===== src/rtl/core/pic_pkg.sv =====
package pic_pkg;

	localparam int unsigned HalfBits = 16;
	localparam int unsigned SrcBits  = 32;

	localparam logic [6:0] INT_VEC_BASE = 7'h40;
	localparam logic [6:0] EXT_VEC_BASE = 7'h50;

	typedef enum logic [1:0] {
		REQ_RAISE = 2'd0,
		REQ_ACK   = 2'd1,
		REQ_MASK  = 2'd2
	} req_code_t;

	typedef struct packed {
		logic [1:0]  req_type;
		logic [4:0]  source_index;
		logic [15:0] mask_value;
	} req_item_t;

	typedef struct packed {
		logic [3:0] level;
		logic [6:0] vector;
	} rsp_item_t;

	typedef struct packed {
		logic       any;
		logic [3:0] level;
		logic [6:0] vector;
		logic [4:0] bit_idx;
	} winner_t;

	function automatic logic [3:0] int_level(input logic [3:0] idx);
		logic [3:0] lvl;
		case (idx)
			4'd0:  lvl = 4'hF;
			4'd1:  lvl = 4'hE;
			4'd2:  lvl = 4'hD;
			4'd3:  lvl = 4'hC;
			4'd4:  lvl = 4'hB;
			4'd5:  lvl = 4'hA;
			4'd6:  lvl = 4'h9;
			4'd7:  lvl = 4'h8;
			4'd8:  lvl = 4'h8;
			4'd9:  lvl = 4'h6;
			4'd10: lvl = 4'h6;
			4'd11: lvl = 4'h5;
			4'd12: lvl = 4'h3;
			4'd13: lvl = 4'h2;
			default: lvl = 4'h0;
		endcase
		return lvl;
	endfunction

	function automatic logic [3:0] ext_level(input logic [3:0] idx);
		logic [3:0] lvl;
		case (idx[3:2])
			2'd0:    lvl = 4'h7;
			2'd1:    lvl = 4'h4;
			default: lvl = 4'h1;
		endcase
		return lvl;
	endfunction

endpackage


===== src/rtl/core/pic_winner.sv =====
module pic_winner (
	input  logic [31:0]      pending,
	input  logic [15:0]      mask,
	output pic_pkg::winner_t win
);
	import pic_pkg::*;

	logic [HalfBits-1:0] int_live;
	logic [HalfBits-1:0] ext_live;
	logic [3:0]          int_idx;
	logic [3:0]          ext_idx;
	logic                int_found;
	logic                ext_found;
	logic [3:0]          int_lvl;
	logic [3:0]          ext_lvl;

	assign int_live = pending[HalfBits-1:0] & ~mask;
	assign ext_live = pending[SrcBits-1:HalfBits];

	// Scan from the top so the lowest set bit is the one left standing.
	always_comb begin
		int_idx   = '0;
		ext_idx   = '0;
		int_found = 1'b0;
		ext_found = 1'b0;
		for (int i = HalfBits - 1; i >= 0; i--) begin
			if (int_live[i]) begin
				int_idx   = 4'(i);
				int_found = 1'b1;
			end
			if (ext_live[i]) begin
				ext_idx   = 4'(i);
				ext_found = 1'b1;
			end
		end
	end

	assign int_lvl = int_found ? int_level(int_idx) : 4'h0;
	assign ext_lvl = ext_found ? ext_level(ext_idx) : 4'h0;

	// Internal half wins ties, including the level-0 reserved bits with no external rival.
	always_comb begin
		win.any = int_found | ext_found;
		if (!win.any) begin
			win.level   = '0;
			win.vector  = '0;
			win.bit_idx = '0;
		end else if (int_lvl >= ext_lvl) begin
			win.level   = int_lvl;
			win.vector  = INT_VEC_BASE + {3'b000, int_idx};
			win.bit_idx = {1'b0, int_idx};
		end else begin
			win.level   = ext_lvl;
			win.vector  = EXT_VEC_BASE + {3'b000, ext_idx};
			win.bit_idx = {1'b1, ext_idx};
		end
	end

endmodule


===== src/rtl/core/prioritized_interrupt_controller.sv =====
// Fixed-priority interrupt controller: 32 pending sources (16 internal, maskable; 16 external,
// never masked) and one response per request. A request raises a source, acknowledges the
// current winner, or writes the internal mask; the response gives the winner's level and
// vector (0x40+index internal, 0x50+index external, both zero when nothing is pending).
// One request is taken every cycle while responses are taken as fast; a response is
// presented once its request has passed the input register and then the result
// register, and a held response holds the request side once the input register is full.
// The pending and mask registers are read and updated between those registers, which
// sets that rate.
module prioritized_interrupt_controller (
	input  logic                clk,
	input  logic                arst_n,
	input  logic                req_valid,
	output logic                req_ready,
	input  pic_pkg::req_item_t  req_item,
	output logic                rsp_valid,
	input  logic                rsp_ready,
	output pic_pkg::rsp_item_t  rsp_item
);
	import pic_pkg::*;

	logic        valid_s1;
	req_item_t   item_s1;
	logic        adv_s1;
	logic [31:0] pending_q;
	logic [15:0] mask_q;
	logic [31:0] pend_upd;
	logic [15:0] mask_upd;
	logic [31:0] pend_next;
	winner_t     win;
	logic        rsp_valid_q;
	rsp_item_t   rsp_item_q;

	assign adv_s1    = valid_s1 & (~rsp_valid_q | rsp_ready);
	assign req_ready = ~valid_s1 | adv_s1;

	always_ff @(posedge clk or negedge arst_n) begin
		if (!arst_n) begin
			valid_s1 <= 1'b0;
		end else if (req_ready) begin
			valid_s1 <= req_valid;
		end
	end

	always_ff @(posedge clk) begin
		if (req_ready && req_valid) begin
			item_s1 <= req_item;
		end
	end

	// Raise and mask write apply before the winner is picked; acknowledge picks first.
	always_comb begin
		pend_upd = pending_q;
		mask_upd = mask_q;
		if (item_s1.req_type == REQ_RAISE) begin
			pend_upd = pending_q | (32'd1 << item_s1.source_index);
		end else if (item_s1.req_type == REQ_MASK) begin
			mask_upd = item_s1.mask_value;
		end
	end

	pic_winner u_winner (
		.pending (pend_upd),
		.mask    (mask_upd),
		.win     (win)
	);

	always_comb begin
		pend_next = pend_upd;
		if (item_s1.req_type == REQ_ACK && win.any) begin
			pend_next = pend_upd & ~(32'd1 << win.bit_idx);
		end
	end

	always_ff @(posedge clk or negedge arst_n) begin
		if (!arst_n) begin
			pending_q   <= '0;
			mask_q      <= '1;
			rsp_valid_q <= 1'b0;
		end else begin
			if (adv_s1) begin
				pending_q <= pend_next;
				mask_q    <= mask_upd;
			end
			if (adv_s1) begin
				rsp_valid_q <= 1'b1;
			end else if (rsp_ready) begin
				rsp_valid_q <= 1'b0;
			end
		end
	end

	always_ff @(posedge clk) begin
		if (adv_s1) begin
			rsp_item_q.level  <= win.level;
			rsp_item_q.vector <= win.vector;
		end
	end

	assign rsp_valid = rsp_valid_q;
	assign rsp_item  = rsp_item_q;

	a_no_clear_without_ack: assert property (@(posedge clk) disable iff (!arst_n)
		adv_s1 && item_s1.req_type != REQ_ACK |=>
		(pending_q & $past(pending_q)) == $past(pending_q))
		else $error("pending bit dropped without acknowledge");

	a_ack_clears_one: assert property (@(posedge clk) disable iff (!arst_n)
		adv_s1 && item_s1.req_type == REQ_ACK |=>
		$countones($past(pending_q) & ~pending_q) <= 1 &&
		(pending_q & ~$past(pending_q)) == 32'd0)
		else $error("acknowledge changed more than the winning bit");

	a_level_zero_vector: assert property (@(posedge clk) disable iff (!arst_n)
		rsp_valid && rsp_item.level == 4'h0 |->
		rsp_item.vector == 7'h00 || rsp_item.vector == 7'h4E || rsp_item.vector == 7'h4F)
		else $error("level 0 with a vector other than none or a reserved source");

	a_stall_only_when_full: assert property (@(posedge clk) disable iff (!arst_n)
		!req_ready |-> valid_s1 && rsp_valid && !rsp_ready)
		else $error("request side stalled while the pipeline can move");

endmodule


===== config.mk =====
export PLATFORM = sky130hd
export DESIGN_NAME = prioritized_interrupt_controller
export DESIGN_NICKNAME = d
export VERILOG_FILES = /design/src/rtl/core/pic_pkg.sv /design/src/rtl/core/pic_winner.sv /design/src/rtl/core/prioritized_interrupt_controller.sv
export SDC_FILE = /design/constraint.sdc
export NUM_CORES = 1
export LEC_CHECK = 0
export BUFFER_PORTS_ARGS = -buffer_cell sky130_fd_sc_hd__buf_2
export CAP_MARGIN = 20
export CELL_PAD_IN_SITES_DETAIL_PLACEMENT = 1
export CELL_PAD_IN_SITES_GLOBAL_PLACEMENT = 1
export CORE_MARGIN = 2
export CORE_UTILIZATION = 30
export CTS_CLUSTER_SIZE = 12
export DETAILED_ROUTE_END_ITERATION = 10
export PLACE_DENSITY_LB_ADDON = 0.1
export SYNTH_ARGS = -nofsm -noshare
export SYNTH_HDL_FRONTEND = slang
export SYNTH_HIERARCHICAL = 1
export SYNTH_SLANG_ARGS = --single-unit

===== constraint.sdc =====
create_clock -name clk -period 7.72 [get_ports clk]
set_input_delay 1.93 -clock clk [delete_from_list [all_inputs] [get_ports clk]]
set_output_delay 1.93 -clock clk [all_outputs]
set_load 0.01 [all_outputs]

==> results.py, run 1 <==
metrics = {
    "logic_synthesis": {
        "yosysSeqAreaShare_pct": 50.6,
        "avgSynthCellArea_sq_um": 10.9,
        "yosys_warnings": 6,
        "yosysTopAreaCell": "edfxtp_1",
        "ys_types": 66,
        "yosysMostFrequentCell": "a21oi_1",
        "syn_nets": 450,
        "synth_top_cells_by_count": "65 x a21oi_1, 34 x dfrtp_1, 34 x edfxtp_1, 32 x mux2_2, 24 x a21o_1",
        "async_flop_share_pct": 59.5,
        "synthTopCellsByArea": "edfxtp_1 23%, dfrtp_1 19%, dfstp_2 9.3%",
        "synth-edff-count": 34,
        "ys_ff_latch": 84,
        "ys.flop_type": "edfxtp_1",
        "netlist_area_sq_um": 4530,
        "synth_top_area_share_pct": 22.6,
        "synthCells": 417,
    },
    "final_layout": {
        "antenna_cells": 0,
        "area_delta_synth_final_pct": 14.3,
        "fill_cells": 1628,
        "layout-drive-gt1-share_pct": 31.9,
        "nets": 483,
    },
    "power": {
        "leakage_nw": 2.23,
        "peakVddDrop_mv": 0.150,
        "total_power_mw": 2.10,
        "power_frac_clock_pct": 21.1,
        "power_density_nw_per_um2": 406,
        "p_int_mw": 1.21,
        "p_sw_mw": 0.895,
        "combPwrFrac_pct": 47.9,
        "seqPwrFrac_pct": 31.0,
        "sw_frac_of_total_pct": 42.6,
    },
    "worst_hold_path": {
        "hold_depth": 1,
        "hold_path_end": "mask_q[11]$_DFFE_PN1P_",
        "hp-start": "item_s1[11]$_DFFE_PP_",
        "hp-class": "flop to flop",
    },
    "route": {
        "final_antenna_net_count": 0,
        "viasPerCell": 5.26,
        "drc": 0,
        "vias": 3364,
        "wl_met1_mm": 6.17,
        "wire_per_inst_um": 19.5,
        "met3_length_um": 480,
        "dr.pass1.iters": 5,
        "highest_layer": "met4",
        "wirelength_mm": 12.5,
        "wl_met2_mm": 5.61,
        "drtIter0Drc": 153,
    },
    "sta": {
        "setup_violations": 0,
        "max_freq_mhz": 164,
        "rsz0062_at_grt": "false",
        "worst_pin_slew_ps": 964,
        "fin_crit_ps": 6100,
        "hold_violations": 0,
        "skew_ps": 7.98,
        "finalCritPeriodShare_pct": 79.0,
        "slew_headroom_pct": 35.3,
        "final_max_slew_viol_count": 0,
        "tns_ps": 0,
    },
    "floorplan": {
        "initial_core_util_pct": 30.9,
        "rows": 44,
        "core-area_sq_um": 14600,
        "ios": 40,
        "chipHeight_um": 127,
        "die_w_um": 127,
        "die_area_sq_um": 16100,
    },
    "grt": {
        "grtUsageTotal_pct": 16.5,
        "antenna_found_initial": 0,
        "grt_pass1_wl_mm": 20.4,
        "grt-ovfl-total": 0,
        "grt_pass1_vias": 3579,
        "grt_max_degree": 51,
    },
    "setup_path": {
        "required_ps": 7900,
        "crit_chain": "or3b_4, nor3_4, a31o_2, nor2b_1, o21ai_0, o2111ai_1, nand3_1, inv_1, ha_1, a311oi_1, nand2_1, ha_1, a21oi_1, o21ai_0, nor3b_2, inv_2, o21ai_1, nand4b_1, nor3_1, a21oi_1",
        "reg2reg_from": "item_s1[21]$_DFFE_PP_",
        "cp-end-kind": "flop",
        "worstPathMaxFanout": 12,
        "slowest_stage": "o21ai_1",
        "worst_setup_path_start_kind": "flop",
        "worstSetupPathType": "flop to flop",
        "reg2reg_depth": 20,
        "worstPathArrival_ps": 6290,
        "reg2reg_to": "pending_q[10]$_DFFE_PN0P_",
        "r2r_slack_ps": 1620,
        "slowest_delay_ps": 770,
    },
    "place": {
        "gp_congestion": 0.785,
        "hpwl_mm": 9.08,
        "port_buffers": 39,
    },
    "clock_network": {
        "ctsHoldBuffers": 0,
        "postCtsSetupRepairBufs": 0,
        "clock_latency_ps": 350,
        "root_buffer": "clkbuf_16",
        "cts_tree": "done",
        "cts_sinks": 84,
        "cts.clk_slew.worst_paths_ps": 70,
        "cts_resized": 0,
        "cts-buffers-inserted": 9,
        "clockBufferDepth": 2,
        "htreeDepth": 3,
    },
    "job": {
        "cap_violations": 0,
    },
    "status": {
        "status": "finished clean",
    },
}
==> critical path, delay by kind of cell (launching register included) <==
family | cells | cell delay, ps
compound gates | 8 | 2170
buf+inv | 2 | 200
simple gates | 8 | 2650
flops | 1 | 470
fa+ha+maj | 2 | 440
==> per-layer routing <==
layer,GRT usage (%),vias up
met2,25.5,74
met5,0,-
met4,5.95,0
met1,23.8,1677
li1,-,1600
met3,2.28,13
==> placed cells by master (no fill, tap or decap), types with 2 or more instances in the layout <==
cell type,instances
and3_1,4
nand3_1,4
nand2b_2,4
dfrtp_1,34
clkbuf_16,10
nor3_1,9
a31oi_1,10
or4_1,2
o211ai_1,3
nor2b_1,12
a31o_2,9
ha_1,6
buf_2,39
nor2_4,3
a21o_1,24
inv_1,14
a21oi_1,65
nor4b_1,2
nand2b_1,12
nor4_1,3
or3_4,2
a211oi_1,2
nand2_1,18
o21ai_0,9
buf_4,4
nor3b_1,2
nor3_4,2
and2_1,2
edfxtp_1,34
nor2_1,18
o21ai_1,3
clkinvlp_4,2
clkinv_4,2
mux2_2,32
dfstp_2,16
nor2_2,4
==> per-stage QoR <==
stage / utilization [%] / setup WS [ps] / std cells / cell area [sq um] / hold slack (ps)
after floorplan: - / 2870 / 417 / 4530 / 477
after global placement: 33.1 / 1700 / 622 / 4850 / 488
after detailed placement: 33.1 / 1620 / 622 / 4850 / 492
after CTS: 35.2 / 1620 / 638 / 5150 / 508
after global routing: 35.3 / 1000 / 639 / 5180 / 525
final: 35.3 / 1620 / 639 / 5180 / 504
==> cells by family after synthesis <==
family	count (synthesis)	share of synthesized area, %
compound gates	138	19.0
simple gates	119	16.5
flops	84	50.6
buf+inv	37	4.17
mux	32	7.96
fa+ha+maj	6	1.66
other cells	1	0.0828
==> final cells by class <==
type	count	area, sq um	area share, %
flip-flops and latches	84	2290	44.3
multi-input cells	296	2050	39.5
repair buffers	44	250	4.83
well taps	184	230	4.45
clock buffers	9	225	4.35
clock inverters	7	76.3	1.47
inverters	15	56.3	1.09
==> power by group through the flow <==
| stage | registers [mW] | clock network, mW | logic (mW) |
|---|---|---|---|
| 2_1_floorplan | 0.662 | 0 | 0.760 |
| 3_3_place_gp | 0.658 | 0 | 0.985 |
| 3_5_place_dp | 0.660 | 0 | 0.991 |
| 4_1_cts | 0.652 | 0.455 | 0.998 |
| 5_1_grt | 0.666 | 0.473 | 1.11 |
| 6_report | 0.652 | 0.444 | 1.01 |
==> registers in the layout, summed over array words and instances, names as in the netlist <==
| name | flops |
|---|---|
| pending_q | 32 |
| valid_s1 | 1 |
| rsp_valid | 1 |
| item_s1 | 23 |
| rsp_item | 11 |
| mask_q | 16 |
==> worst max path at each step <==
stage	to	slack, ps	from
floorplan	pending_q[9]$_DFFE_PN0P_	2870	item_s1[21]$_DFFE_PP_
global placement	pending_q[10]$_DFFE_PN0P_	1700	item_s1[21]$_DFFE_PP_
detailed placement	pending_q[9]$_DFFE_PN0P_	1620	item_s1[21]$_DFFE_PP_
CTS	pending_q[9]$_DFFE_PN0P_	1620	item_s1[21]$_DFFE_PP_
global route	pending_q[9]$_DFFE_PN0P_	1000	item_s1[21]$_DFFE_PP_
finish	pending_q[10]$_DFFE_PN0P_	1620	item_s1[21]$_DFFE_PP_
Note: power is estimated with default switching activity, not from simulation.
==> run 2, diff against run 1 <==
==> constraint.sdc (replaced) <==
create_clock -name clk -period 6.05 [get_ports clk]
set_input_delay 1.5125 -clock clk [delete_from_list [all_inputs] [get_ports clk]]
set_output_delay 1.5125 -clock clk [all_outputs]
set_load 0.01 [all_outputs]
==> run 2 against run 1 <==
Effect of this change:
- utilization increased by 0.97 points
- count of clock-buffer cells in the layout increased by 1
- critical path depth increased by 3
- setup slack got worse by 1000 ps
- sequential share of layout area decreased by 1.2 points
- die area unchanged
- flip-flop and latch count unchanged
- combinational power increased by 43%
- critical path type unchanged
- largest cell class unchanged
==> results.py, run 2 (synthesis gave the netlist of run 1 again) <==
metrics = {
    "power": {
        "total_power_mw": 2.91,
        "peakVddDrop_mv": 0.176,
        "leakage_nw": 2.33,
        "power_density_nw_per_um2": 547,
    },
    "route": {
        "viasPerCell": 5.30,
        "drc": 0,
        "vias": 3457,
        "dr.pass1.iters": 4,
        "wire_per_inst_um": 19.7,
        "drtIter0Drc": 128,
        "wirelength_mm": 12.9,
        "final_antenna_net_count": 0,
    },
    "sta": {
        "fin_crit_ps": 5460,
        "max_freq_mhz": 183,
        "tns_ps": 0,
        "hold_violations": 0,
        "skew_ps": 7.81,
        "rsz0062_at_grt": "false",
        "setup_violations": 0,
        "slew_headroom_pct": 37.5,
        "finalCritPeriodShare_pct": 90.2,
        "worst_pin_slew_ps": 935,
        "final_max_slew_viol_count": 0,
        "hold_slack_ps": 505,
    },
    "clock_network": {
        "cts_sinks": 84,
        "clockBufferDepth": 2,
        "cts_resized": 0,
        "clock_latency_ps": 350,
        "root_buffer": "clkbuf_16",
        "ctsHoldBuffers": 0,
        "cts-buffers-inserted": 9,
        "htreeDepth": 3,
        "postCtsSetupRepairBufs": 0,
        "cts.clk_slew.worst_paths_ps": 60,
        "cts_tree": "done",
    },
    "final_layout": {
        "top_register": "pending_q",
        "fill_cells": 1660,
        "final_util_pct": 36.3,
        "layout-drive-gt1-share_pct": 33.8,
        "antenna_cells": 0,
        "final_cell_mix": "65 x a21oi_1, 39 x buf_2, 34 x edfxtp_1, 34 x dfrtp_1, 32 x mux2_2",
        "final_common_cell": "a21oi_1",
        "largest_reg_flops": 32,
        "nets": 496,
        "area_delta_synth_final_pct": 17.5,
        "top_regs": "pending_q: 32 flops, item_s1: 23 flops, mask_q: 16 flops",
    },
    "setup_path": {
        "worstPathArrival_ps": 5660,
        "cpMostUsedCell": "o21ai_0",
        "worstPathMaxFanout": 12,
        "required_ps": 6250,
        "reg2reg_from": "item_s1[21]$_DFFE_PP_",
        "worstSetupPathType": "flop to flop",
        "slowest_stage": "or3b_4",
        "slowest_delay_ps": 490,
        "startpoint": "item_s1[21]$_DFFE_PP_",
        "cp-end-kind": "flop",
        "r2r_slack_ps": 590,
        "cp_num_buf_inv": 3,
        "crit_family": "compound AO/OA/AOI/OAI gates",
        "worst_setup_path_start_kind": "flop",
        "crit_chain": "or3b_4, nor2_4, a31o_2, nor2b_1, o221ai_1, a31oi_1, o21ai_0, a21o_2, inv_1, ha_1, a311oi_1, nand2_1, ha_1, nand2_1, o21ai_0, nor3b_2, buf_4, o311ai_1, o21ai_0, buf_4, nor2_1, and2_1, a21oi_1",
    },
    "worst_hold_path": {
        "hp-class": "flop to flop",
        "hp-start": "item_s1[14]$_DFFE_PP_",
    },
    "floorplan": {
        "chipHeight_um": 127,
        "die_area_sq_um": 16100,
        "ios": 40,
        "rows": 44,
        "core-area_sq_um": 14600,
        "die_w_um": 127,
        "initial_core_util_pct": 30.9,
    },
    "grt": {
        "grt_pass1_wl_mm": 21.1,
        "grt_busiest_layer": "met2",
        "grt-ovfl-total": 0,
        "grtUsageMet2_pct": 26.3,
        "grtUsageTotal_pct": 17.3,
        "use_met3_pct": 2.61,
        "grt_pass1_vias": 3713,
        "antenna_found_initial": 0,
        "grt.met1_usage_pct": 24.5,
        "grt_max_degree": 51,
    },
    "job": {
        "cap_violations": 0,
    },
    "status": {
        "status": "finished clean",
    },
    "place": {
        "gp_congestion": 0.788,
        "hpwl_mm": 9.40,
        "port_buffers": 39,
    },
}
==> run 2: changes by cell type in the layout (fill, tap and decap cells not counted), sizes merged <==
cell      previous run  this run
clkinv               3         1
clkinvlp             2         1
buf                 43        57
bufinv               1         3
==> run 2: worst paths after layout <==
check	endpoint	depth (start not counted)
min in group asynchronous	valid_s1$_DFFE_PN0N_	2
setup / recovery	pending_q[20]$_DFFE_PN0P_	23
setup reg to reg	pending_q[20]$_DFFE_PN0P_	23
hold reg to reg	mask_q[14]$_DFFE_PN1P_	1
hold / removal	mask_q[14]$_DFFE_PN1P_	1
max in group asynchronous	pending_q[15]$_DFFE_PN0P_	2
==> run 2: per-layer routing <==
layer  vias to the layer above  share of wire (%)
met5                         -                  0
met4                         0                2.7
met3                        20                3.9
met2                        88                 44
met1                      1732                 49
li1                       1617                  -
==> run 2: report_power, final <==
group	internal, mW	total, mW	switching (mW)	leakage (nW)
sequential	0.773	0.828	0.0547	0.945
combinational	0.551	1.44	0.889	1.22
clock	0.405	0.642	0.238	0.163
total	1.73	2.91	1.18	2.33
==> run 2: metrics by stage <==
stage	setup slack [ps]	instances	instance area [sq um]
4_1_cts	515	651	5290
2_1_floorplan	1200	417	4530
6_report	594	652	5320
5_1_grt	146	652	5320
3_5_place_dp	525	635	4950
3_3_place_gp	671	635	4950
==> run 2: final cells by class <==
type                            instances  area, sq um  area share, %
Sequential cell                        84         2290           43.1
Multi-Input combinational cell        296         2050           38.5
Timing Repair Buffer                   57          350           6.59
Tap cell                              184          230           4.33
Clock buffer                           10          229           4.30
Clock inverter                          6          111           2.09
Inverter                               15         56.3           1.06
==> run 3, diff against run 2 <==
--- a/config.mk
+++ b/config.mk
@@ -6,7 +6,7 @@
 export NUM_CORES = 1
 export LEC_CHECK = 0
 export BUFFER_PORTS_ARGS = -buffer_cell sky130_fd_sc_hd__buf_2
-export CAP_MARGIN = 20
+export CAP_MARGIN = 10
 export CELL_PAD_IN_SITES_DETAIL_PLACEMENT = 1
 export CELL_PAD_IN_SITES_GLOBAL_PLACEMENT = 1
 export CORE_MARGIN = 2
@@ -14,6 +14,7 @@
 export CTS_CLUSTER_SIZE = 12
 export DETAILED_ROUTE_END_ITERATION = 10
 export PLACE_DENSITY_LB_ADDON = 0.1
+export RECOVER_POWER = 100
 export SYNTH_ARGS = -nofsm -noshare
 export SYNTH_HDL_FRONTEND = slang
 export SYNTH_HIERARCHICAL = 1
==> run 3 against run 2 <==
Effect of this change:
- the run now ends with max-capacitance violations, max-slew violations left
- combinational power about the same
- utilization down 0.47 points
- hold slack about the same
- critical endpoint unchanged
==> results.py, run 3 (synthesis gave the netlist of run 1 again) <==
metrics = {
    "status": {
        "status": "finished, violations left",
        "violations": "max-capacitance violations, max-slew violations",
    },
    "route": {
        "drtIter0Drc": 153,
        "dr.pass1.iters": 4,
        "viasPerCell": 5.34,
        "drc": 0,
        "vias": 3477,
        "final_antenna_net_count": 0,
        "wire_per_inst_um": 19.8,
        "wirelength_mm": 12.9,
    },
    "grt": {
        "grt_max_degree": 51,
        "grt_pass1_wl_mm": 21.1,
        "antenna_found_initial": 0,
        "grt.met1_usage_pct": 24.5,
        "grtUsageMet2_pct": 26.3,
        "grtUsageTotal_pct": 17.3,
        "grt_busiest_layer": "met2",
        "grt_pass1_vias": 3713,
        "grt-ovfl-total": 0,
        "use_met3_pct": 2.61,
    },
    "sta": {
        "skew_ps": 6.86,
        "slew_headroom_pct": -91.3,
        "rsz0062_at_grt": "false",
        "setup_ws_ps": 539,
        "max_freq_mhz": 181,
        "finalCritPeriodShare_pct": 91.1,
        "setup_violations": 0,
        "worst_pin_slew_ps": 2870,
        "hold_violations": 0,
        "final_max_slew_viol_count": 75,
        "tns_ps": 0,
        "fin_crit_ps": 5510,
    },
    "place": {
        "port_buffers": 39,
        "gp_congestion": 0.788,
        "hpwl_mm": 9.40,
        "post-place-ws_ps": 525,
    },
    "clock_network": {
        "clock_latency_ps": 350,
        "ctsHoldBuffers": 0,
        "postCtsSetupRepairBufs": 0,
        "cts-buffers-inserted": 9,
        "root_buffer": "clkbuf_16",
        "htreeDepth": 3,
        "cts_tree": "done",
        "cts_sinks": 84,
        "clockBufferDepth": 2,
        "cts.clk_slew.worst_paths_ps": 60,
    },
    "floorplan": {
        "rows": 44,
        "core-area_sq_um": 14600,
        "chipHeight_um": 127,
        "initial_core_util_pct": 30.9,
        "die_w_um": 127,
        "die_area_sq_um": 16100,
        "ios": 40,
    },
    "final_layout": {
        "area_delta_synth_final_pct": 16.0,
        "largest_reg_flops": 32,
        "final_cell_mix": "65 x a21oi_1, 34 x edfxtp_1, 34 x dfrtp_1",
        "top_register": "pending_q",
        "nets": 495,
        "top_regs": "pending_q: 32 flops, item_s1: 23 flops, mask_q: 16 flops",
        "layout-drive-gt1-share_pct": 29.3,
        "final_common_cell": "a21oi_1",
        "fill_cells": 1658,
        "antenna_cells": 0,
    },
    "setup_path": {
        "worstPathArrival_ps": 5710,
        "worstSetupPathType": "flop to flop",
        "cp-end-kind": "flop",
        "worst_setup_path_start_kind": "flop",
        "required_ps": 6250,
        "worstPathMaxFanout": 12,
    },
    "job": {
        "cap_violations": 2,
    },
    "power": {
        "peakVddDrop_mv": 0.172,
        "leakage_nw": 2.26,
        "power_density_nw_per_um2": 551,
    },
    "worst_hold_path": {
        "hp-class": "flop to flop",
    },
}
==> run 3: area by class of cell <==
| cell class | instances | area, sq um | area share [%] |
|---|---|---|---|
| Sequential cell | 84 | 2290 | 43.7 |
| Multi-Input combinational cell | 296 | 2040 | 38.8 |
| Timing Repair Buffer | 56 | 292 | 5.55 |
| Tap cell | 184 | 230 | 4.39 |
| Clock buffer | 10 | 229 | 4.36 |
| Clock inverter | 6 | 111 | 2.12 |
| Inverter | 15 | 56.3 | 1.07 |
==> run 3: worst max-delay path, cell delays in order (launching register included) <==
cell,delay [ps]
edfxtp_1,450
or3b_4,500
nor2_4,230
a31o_2,180
nor2b_1,210
o221ai_1,140
a31oi_1,230
o21ai_0,150
a21o_2,270
inv_1,60
ha_1,170
a221oi_1,90
or2_2,300
ha_1,290
nor2b_1,110
o21ai_0,190
nor3b_1,390
buf_4,260
nor2_1,80
a31o_2,330
nor2_1,210
and2_1,390
a21oi_1,130
==> run 3: routing by layer <==
metal | vias to the layer above | wire length [um]
met4 | 0 | 355
met5 | - | 0
met2 | 85 | 5700
li1 | 1616 | -
met3 | 22 | 538
met1 | 1754 | 6310
==> run 3: repair_timing <==
item | 4_1_cts | 5_1_grt
endpoints found under the setup margin | 0 | 8
resized for setup | 0 | 1
hold endpoints to repair | 0 | 0
==> run 3: worst paths after layout <==
| kind | start | end | slack, ps | depth (start not counted) |
|---|---|---|---|---|
| min in group asynchronous | arst_n | valid_s1$_DFFE_PN0N_ | 2180 | 2 |
| hold reg to reg | item_s1[14]$_DFFE_PP_ | mask_q[14]$_DFFE_PN1P_ | 510 | 1 |
| setup reg to reg | item_s1[21]$_DFFE_PP_ | pending_q[20]$_DFFE_PN0P_ | 540 | 22 |
| max in group asynchronous | arst_n | pending_q[15]$_DFFE_PN0P_ | 2240 | 2 |
| setup / recovery | item_s1[21]$_DFFE_PP_ | pending_q[20]$_DFFE_PN0P_ | 540 | 22 |
| hold / removal | item_s1[14]$_DFFE_PP_ | mask_q[14]$_DFFE_PN1P_ | 510 | 1 |
==> run 3: through the flow <==
stage | hold WS, ps | cells | utilization [%] | instance area (sq um) | power [mW]
final | 506 | 651 | 35.9 | 5250 | 2.89
after CTS | 511 | 651 | 36.1 | 5290 | 2.92
after floorplan | 477 | 417 | - | 4530 | 1.81
after global routing | 534 | 651 | 35.9 | 5250 | 3.10
after global placement | 489 | 635 | 33.8 | 4950 | 2.26
after detailed placement | 494 | 635 | 33.8 | 4950 | 2.26
==> run 3: power breakdown <==
group | switching [mW] | internal (mW) | total [mW]
clock | 0.237 | 0.404 | 0.641
combinational | 0.895 | 0.526 | 1.42
sequential | 0.0558 | 0.774 | 0.830
total | 1.19 | 1.70 | 2.89
